## src/hw/rtl/pcid_pkg.sv

```systemverilog
// ----------------------------------------------------------------------------
// pcid_pkg
// Shared constants and types for the context-identifier allocator.
// ----------------------------------------------------------------------------
package pcid_pkg;

    localparam int DEF_NUM_IDS    = 64;
    localparam int DEF_NUM_SPACES = 256;

    localparam int SPACE_W  = 8;
    localparam int FRAME_W  = 40;
    localparam int CTX_W    = 6;
    localparam int CR3_W    = 64;
    localparam int CR3_ID_W = 12;
    localparam int CR3_PAD_W = CR3_W - 1 - FRAME_W - CR3_ID_W;

    localparam logic CMD_SELECT  = 1'b0;
    localparam logic CMD_RELEASE = 1'b1;

    // update request into the LRU stack
    typedef struct packed {
        logic               sel_en;
        logic               rel_en;
        logic [SPACE_W-1:0] space;
    } pcid_req_t;

    // lookup result out of the LRU stack
    typedef struct packed {
        logic                hit;
        logic [CR3_ID_W-1:0] id;
        logic                tail_valid;
        logic [SPACE_W-1:0]  tail_owner;
    } pcid_info_t;

endpackage

```

## src/hw/rtl/pcid_lru_allocator.sv

```systemverilog
// ----------------------------------------------------------------------------
// pcid_lru_allocator
// Hands out process-context identifiers with least-recently-used replacement.
// ----------------------------------------------------------------------------
// The block takes one request per clock while the output side is not
// stalled, and returns one result per request. A request passes an input
// register, then a single pass through the LRU stack (an owner match over
// all NUM_IDS-1 entries plus a one-step shift toward the victim end) writes
// the result register and updates the stack in the same cycle, so the next
// request always sees the updated order. Identifier 0 is reserved for the
// global space. No clearing pass runs after reset.
// ----------------------------------------------------------------------------
module pcid_lru_allocator import pcid_pkg::*;
#(
    parameter int NUM_IDS    = DEF_NUM_IDS,
    parameter int NUM_SPACES = DEF_NUM_SPACES
)
(
    input  logic                clk,
    input  logic                rst_n,

    input  logic                cfg_valid,
    output logic                cfg_ready,
    input  logic [SPACE_W-1:0]  cfg_data,

    input  logic                in_valid,
    output logic                in_ready,
    input  logic                command,
    input  logic [SPACE_W-1:0]  space_id,
    input  logic [FRAME_W-1:0]  root_frame,

    output logic                out_valid,
    input  logic                out_ready,
    output logic [CTX_W-1:0]    context_id,
    output logic                no_flush,
    output logic [CR3_W-1:0]    cr3_word,
    output logic                evicted,
    output logic [SPACE_W-1:0]  evicted_space
);

    logic [SPACE_W-1:0] global_reg;

    logic               s1_valid_reg;
    logic               s1_valid_next;
    logic               s1_cmd_reg;
    logic [SPACE_W-1:0] s1_space_reg;
    logic [FRAME_W-1:0] s1_frame_reg;

    logic               out_valid_reg;
    logic               out_valid_next;
    logic [CTX_W-1:0]   ctx_reg,   ctx_next;
    logic               nf_reg,    nf_next;
    logic [CR3_W-1:0]   cr3_reg,   cr3_next;
    logic               ev_reg,    ev_next;
    logic [SPACE_W-1:0] evs_reg,   evs_next;

    logic       advance;
    logic       is_global;
    logic       in_range;
    pcid_req_t  req;
    pcid_info_t info;

    assign cfg_ready = 1'b1;
    assign advance   = s1_valid_reg && (!out_valid_reg || out_ready);
    assign in_ready  = !s1_valid_reg || advance;

    always_ff @(posedge clk or negedge rst_n)
    begin
        if (!rst_n)
        begin
            global_reg <= '0;
        end
        else if (cfg_valid && cfg_ready)
        begin
            global_reg <= cfg_data;
        end
    end

    // input register
    always_comb
    begin
        s1_valid_next = s1_valid_reg;
        if (in_valid && in_ready)
        begin
            s1_valid_next = 1'b1;
        end
        else if (advance)
        begin
            s1_valid_next = 1'b0;
        end
    end

    always_ff @(posedge clk or negedge rst_n)
    begin
        if (!rst_n)
        begin
            s1_valid_reg <= 1'b0;
        end
        else
        begin
            s1_valid_reg <= s1_valid_next;
        end
    end

    always_ff @(posedge clk)
    begin
        if (in_valid && in_ready)
        begin
            s1_cmd_reg   <= command;
            s1_space_reg <= space_id;
            s1_frame_reg <= root_frame;
        end
    end

    // request decode
    assign is_global = (s1_cmd_reg == CMD_SELECT) && (s1_space_reg == global_reg);
    assign in_range  = 32'(s1_space_reg) < NUM_SPACES;

    assign req.space  = s1_space_reg;
    assign req.sel_en = advance && !is_global && in_range && (s1_cmd_reg == CMD_SELECT);
    assign req.rel_en = advance && in_range && (s1_cmd_reg == CMD_RELEASE);

    pcid_lru_stack #(
        .NUM_IDS (NUM_IDS)
    ) u_stack (
        .clk   (clk),
        .rst_n (rst_n),
        .req   (req),
        .info  (info)
    );

    // result formation
    always_comb
    begin
        ctx_next = '0;
        nf_next  = 1'b0;
        cr3_next = '0;
        ev_next  = 1'b0;
        evs_next = '0;
        if (is_global)
        begin
            nf_next  = 1'b1;
            cr3_next = {1'b1, {CR3_PAD_W{1'b0}}, s1_frame_reg, {CR3_ID_W{1'b0}}};
        end
        else if (in_range && (s1_cmd_reg == CMD_SELECT))
        begin
            ctx_next = info.id[CTX_W-1:0];
            nf_next  = info.hit;
            cr3_next = {info.hit, {CR3_PAD_W{1'b0}}, s1_frame_reg, info.id};
            ev_next  = !info.hit && info.tail_valid;
            evs_next = ev_next ? info.tail_owner : '0;
        end
    end

    // result register
    always_comb
    begin
        out_valid_next = out_valid_reg;
        if (advance)
        begin
            out_valid_next = 1'b1;
        end
        else if (out_ready)
        begin
            out_valid_next = 1'b0;
        end
    end

    always_ff @(posedge clk or negedge rst_n)
    begin
        if (!rst_n)
        begin
            out_valid_reg <= 1'b0;
        end
        else
        begin
            out_valid_reg <= out_valid_next;
        end
    end

    always_ff @(posedge clk)
    begin
        if (advance)
        begin
            ctx_reg <= ctx_next;
            nf_reg  <= nf_next;
            cr3_reg <= cr3_next;
            ev_reg  <= ev_next;
            evs_reg <= evs_next;
        end
    end

    assign out_valid     = out_valid_reg;
    assign context_id    = ctx_reg;
    assign no_flush      = nf_reg;
    assign cr3_word      = cr3_reg;
    assign evicted       = ev_reg;
    assign evicted_space = evs_reg;

endmodule

```

## src/hw/rtl/pcid_lru_stack.sv

```systemverilog
// ----------------------------------------------------------------------------
// pcid_lru_stack
// Recency-ordered stack of identifiers 1..NUM_IDS-1 with owner tags.
// Entry 0 is the most recently used, the last entry is the victim.
// ----------------------------------------------------------------------------
module pcid_lru_stack import pcid_pkg::*;
#(
    parameter int NUM_IDS = DEF_NUM_IDS
)
(
    input  logic       clk,
    input  logic       rst_n,
    input  pcid_req_t  req,
    output pcid_info_t info
);

    localparam int ID_W  = $clog2(NUM_IDS);
    localparam int DEPTH = NUM_IDS - 1;
    localparam logic [DEPTH-1:0] TAIL_SEL = {1'b1, {(DEPTH-1){1'b0}}};

    logic [ID_W-1:0]    id_reg    [DEPTH];
    logic [ID_W-1:0]    id_next   [DEPTH];
    logic [SPACE_W-1:0] owner_reg [DEPTH];
    logic [SPACE_W-1:0] owner_next[DEPTH];
    logic [DEPTH-1:0]   valid_reg;
    logic [DEPTH-1:0]   valid_next;

    logic [DEPTH-1:0] hit_vec;
    logic [DEPTH-1:0] sel_vec;
    logic [DEPTH-1:0] shift_vec;
    logic             hit;
    logic [ID_W-1:0]  hit_id;
    logic [ID_W-1:0]  sel_id;

    // owner match across all entries
    always_comb
    begin
        hit_id = '0;
        for (int k = 0; k < DEPTH; k++)
        begin
            hit_vec[k] = valid_reg[k] && (owner_reg[k] == req.space);
            hit_id     = hit_id | ({ID_W{hit_vec[k]}} & id_reg[k]);
        end
    end

    assign hit     = |hit_vec;
    assign sel_vec = hit ? hit_vec : TAIL_SEL;
    assign sel_id  = hit ? hit_id : id_reg[DEPTH-1];

    // entries at or above the selected one shift down by one
    always_comb
    begin
        for (int k = 0; k < DEPTH; k++)
        begin
            shift_vec[k] = |(sel_vec >> k);
        end
    end

    always_comb
    begin
        id_next    = id_reg;
        owner_next = owner_reg;
        valid_next = valid_reg;
        if (req.sel_en)
        begin
            id_next[0]    = sel_id;
            owner_next[0] = req.space;
            valid_next[0] = 1'b1;
            for (int k = 1; k < DEPTH; k++)
            begin
                if (shift_vec[k])
                begin
                    id_next[k]    = id_reg[k-1];
                    owner_next[k] = owner_reg[k-1];
                    valid_next[k] = valid_reg[k-1];
                end
            end
        end
        else if (req.rel_en)
        begin
            valid_next = valid_reg & ~hit_vec;
        end
    end

    always_ff @(posedge clk or negedge rst_n)
    begin
        if (!rst_n)
        begin
            valid_reg <= '0;
            for (int k = 0; k < DEPTH; k++)
            begin
                id_reg[k] <= ID_W'(k + 1);
            end
        end
        else
        begin
            valid_reg <= valid_next;
            id_reg    <= id_next;
        end
    end

    always_ff @(posedge clk)
    begin
        owner_reg <= owner_next;
    end

    assign info.hit        = hit;
    assign info.id         = CR3_ID_W'(sel_id);
    assign info.tail_valid = valid_reg[DEPTH-1];
    assign info.tail_owner = owner_reg[DEPTH-1];

endmodule

```

## config.mk

```make
export PLATFORM = sky130hd
export DESIGN_NAME = pcid_lru_allocator
export DESIGN_NICKNAME = d
export VERILOG_FILES = /design/src/hw/rtl/pcid_pkg.sv /design/src/hw/rtl/pcid_lru_allocator.sv /design/src/hw/rtl/pcid_lru_stack.sv
export SDC_FILE = /design/constraint.sdc
export NUM_CORES = 2
export LEC_CHECK = 0
export BUFFER_PORTS_ARGS = -buffer_cell sky130_fd_sc_hd__buf_2
export CORE_MARGIN = 2
export CORE_UTILIZATION = 45
export DETAILED_ROUTE_END_ITERATION = 7
export SLEW_MARGIN = 40
export SYNTH_ARGS = -nofsm -noshare
export SYNTH_HDL_FRONTEND = slang
export SYNTH_SLANG_ARGS = --single-unit
```

## constraint.sdc

```tcl
create_clock -name clk -period 6.4 [get_ports clk]
set_input_delay 0.64 -clock clk [delete_from_list [all_inputs] [get_ports clk]]
set_output_delay 0.64 -clock clk [all_outputs]
set_load 0.03 [all_outputs]
```

==> results by group <==
Critical path
  • Critical path peak fanout: 21
  • Critical Path AT: 6.10 ns
  • Crit path required time: 6.80 ns
  • Crit. End Element: flip-flop
  • CP startpoint kind: flip-flop
  • Crit Path Class: reg2reg

Logic synthesis
  • Async SR Flop Fraction: between 40% and 50%
  • Adder-cell area share of the yosys netlist: 0%
  • Cells after synthesis: 3,279
  • Post-synthesis average cell area: 14.35 um^2
  • FF+latch count, synth: around 1.1k
  • Sequential share of the synthesized area: a little under two thirds
  • Synth Flop Type: edfxtp_1
  • Synth warn: 0
  • Post-Synth Simple-Gate Area: roughly 7%
  • Synth Area in Compound Gates: between 7 and 8%
  • Synth cell types: 102
  • EDFF count, synth: slightly above 600
  • Largest family of logic cells by synthesized area: XOR/XNOR gates
  • XOR/XNOR Fraction of Synth Area: about a tenth
  • Post-synthesis mux area share: ~8.6%
  • Mapped Area: approximately 0.047 mm^2

Routing
  • DR vias: approximately 29k
  • Initial DRT Pass Iterations: 6
  • DRT antenna net count: 0
  • Via density: 5.858
  • WL final: around 150 mm
  • DR DRC count: 0
  • DR WL/cell: about 30 um
  • Drt first-iter violations: ~3.1k

STA
  • Hold Fails Final Rpt: 0
  • Actual slew at the worst max-slew pin: 0.8834 ns
  • Fmax: around 0.18 GHz
  • Relative slew margins: about two fifths
  • Setup ws final: roughly 0.7 ns
  • Final Skew: approximately 0.037 ns
  • Post-layout minimum cycle time: roughly 5.7 ns
  • TNS Setup: 0 ns
  • # setup viols final: 0
  • Slew Viols, Final: 0
  • Fin crit share: between 80% and 90%
  • RSZ-0062 raised after global routing: false

Pwr
  • Pleak: about 20 nW
  • Switch share: about 30%
  • Pint: about 0.014 W
  • Switch Pwr: 0.005650 W
  • Combinational share of power: 13.5%
  • Total power: about 0.019 W
  • Maximum VDD drop: about 0.23 mV
  • Reg power frac: around 52%
  • Clock power frac: roughly a third
  • PD cells: 365.0 mW/mm^2

Die
  • Die X: ~330 um
  • Initial Util: a little under half
  • Core ar.: 0.1036 mm^2
  • I/O pins: 145
  • Cell Rows: 118
  • Die extent in y: 327.4 um
  • Die ar.: ~0.11 mm^2

CTS
  • CTS H-tree lvls: 3
  • CTS Buffer Depth: 3
  • Cts hold-fix bufs: 0
  • Clock Latency Late Sink: just over 0.7 ns
  • Post-CTS setup buffers: 0
  • CTS root buf: clkbuf_16
  • CTS tree: built
  • Post-CTS sizing: 0
  • Clock sinks: around 1.1k
  • Clk slew on worst S/H paths: about 0.060 ns
  • TritonCTS buffer count: about 110

Place
  • RePlAce Congestion: around 1.1
  • IO Port Bufs: about 130
  • Post-DP HPWL: approximately 110 mm
  • Pre-CTS setup slack: 0.8565 ns

Finish
  • Final Core Density: around half
  • Storage element area: slightly below 0.03 mm^2
  • Max FFs per register: approximately 500
  • Footprint of the multi-input gates: 0.01551 mm^2
  • Layout cells sized above 1: between 20% and 30%
  • Fill cell count: about 8.9k
  • P&R area growth vs syn: 12.52%
  • Nets: around 3.5k

Global routing
  • Vias in the first global route: 28.67k
  • Gr ovfl total: 0
  • Gr usage total: about 28%
  • Largest net degree at the start of global routing: 120
  • First-pass GRT wire length: 212.5 mm
  • Initial antenna violation count: 7

Run status
  • Outcome: complete, no violations

Flow run
  • Max cap viols: 0

Worst hold path
  • Hold Crit Class: in2reg
[power by group through the flow]
stage / logic [W] / registers [W] / clock network (W)
after floorplan: 0.00184 / 0.00941 / 0
after global placement: 0.00252 / 0.0101 / 0
after detailed placement: 0.00258 / 0.0101 / 0
after CTS: 0.00260 / 0.00995 / 0.00680
after global routing: 0.00283 / 0.0101 / 0.00705
final: 0.00261 / 0.0100 / 0.00668
[synthesized netlist by cell type, types with 24 or more instances]
cell type    n  area [um^2]
mux2_1      56        630.6
a22oi_1     48        360.4
mux2_2     266         2995
inv_1      183        686.9
buf_2       24        120.1
nand4_1     27        168.9
dfstp_2    192         5045
clkbuf_1    48        180.2
buf_6       30        337.8
nand2_1     74        277.8
dfrtp_1    259         6481
nor2b_1     40        250.2
mux2i_1     25        250.2
edfxtp_1   609        18290
and3_1      41        256.5
nand3_1    116        580.6
nor4_1     134        838.3
a221oi_1    49        429.2
o22ai_1     37        231.5
o21ai_0     81        405.4
buf_4       40        300.3
nor2_1      50        187.7
xor2_1     512         4484
[cell families (layout without fill, tap and decap cells)]
group / after synthesis / count (layout)
muxes: 359 / 359
DFF: 1060 / 1060
and+or+nand+nor: 567 / 567
buffers and inverters: 346 / 601
xor gates and xnor gates: 512 / 512
AOI/OAI and AO/OA: 433 / 433
other: 2 / 20
[metrics by stage]
step / std cells / cell area, um^2 / hold WS, ns
2_1_floorplan: 3295 / 47120 / 0.3444
3_3_place_gp: 4712 / 48990 / 0.4493
3_5_place_dp: 4713 / 49070 / 0.4538
4_1_cts: 4928 / 52850 / 0.01714
5_1_grt: 4930 / 52940 / 0.08460
6_report: 4932 / 52950 / 0.1118
[placed cells by master, fill, tap and decap left out, drive strengths merged, types with 13 or more instances in the layout]
cell type and instances:
a211oi 20, a21oi 34, a221oi 49, a22o 16
a22oi 48, a31oi 20, and2 24, and3 41
buf 201, bufinv 13, clkbuf 143, clkinv 41
conb 18, dfrtp 259, dfstp 192, edfxtp 609
inv 190, mux2 334, mux2i 25, nand2 75
nand3 127, nand4 31, nor2 54, nor2b 40
nor3 16, nor4 140, o2111ai 15, o21ai 97
o22ai 37, o31ai 13, xor2 512
[critical path, cell delays in order, from the launching register on]
cell,delay [ns]
edfxtp_1,0.37
buf_12,0.22
buf_4,0.39
xor2_1,0.19
nor4_1,0.11
nand3_1,0.49
o2111ai_2,0.43
nor4_4,0.74
and3_1,0.74
and3_1,0.74
a41o_1,0.61
inv_1,0.29
[final cells by class]
class / instances / area share (%)
Antenna cell: 2 / 0.009453
Sequential cell: 1060 / 56.31
Inverter: 184 / 1.309
Clock inverter: 72 / 1.394
Multi-Input combinational cell: 1889 / 29.29
Tap cell: 1380 / 3.261
Clock buffer: 143 / 5.745
Timing Repair Buffer: 202 / 2.682
[routing by layer]
metal	part of all wire, %	vias up	track usage, %
met5	0.12	-	0.7986
met3	8.5	260	6.994
met2	44	1196	41.40
met1	44	14980	39.04
li1	-	12440	-
met4	3.8	10	9.872
[final timing paths]
kind / startpoint / to / slack [ns] / cells past startpoint
min in group asynchronous: rst_n / u_stack.valid_reg[50]$_DFFE_PN0P_ / 0.40 / 2
max reg2reg: s1_space_reg[4]$_DFFE_PP_ / u_stack.owner_reg[478]$_DFFE_PP_ / 0.70 / 11
min reg2reg: u_stack.owner_reg[281]$_DFFE_PP_ / u_stack.owner_reg[273]$_DFFE_PP_ / 0.45 / 0
min: root_frame[11] / s1_frame_reg[11]$_DFFE_PP_ / 0.11 / 1
max in group asynchronous: rst_n / u_stack.valid_reg[26]$_DFFE_PN0P_ / 4.57 / 4
max: s1_space_reg[4]$_DFFE_PP_ / u_stack.owner_reg[478]$_DFFE_PP_ / 0.70 / 11
No activity file was read; power rests on OpenSTA's default activity.
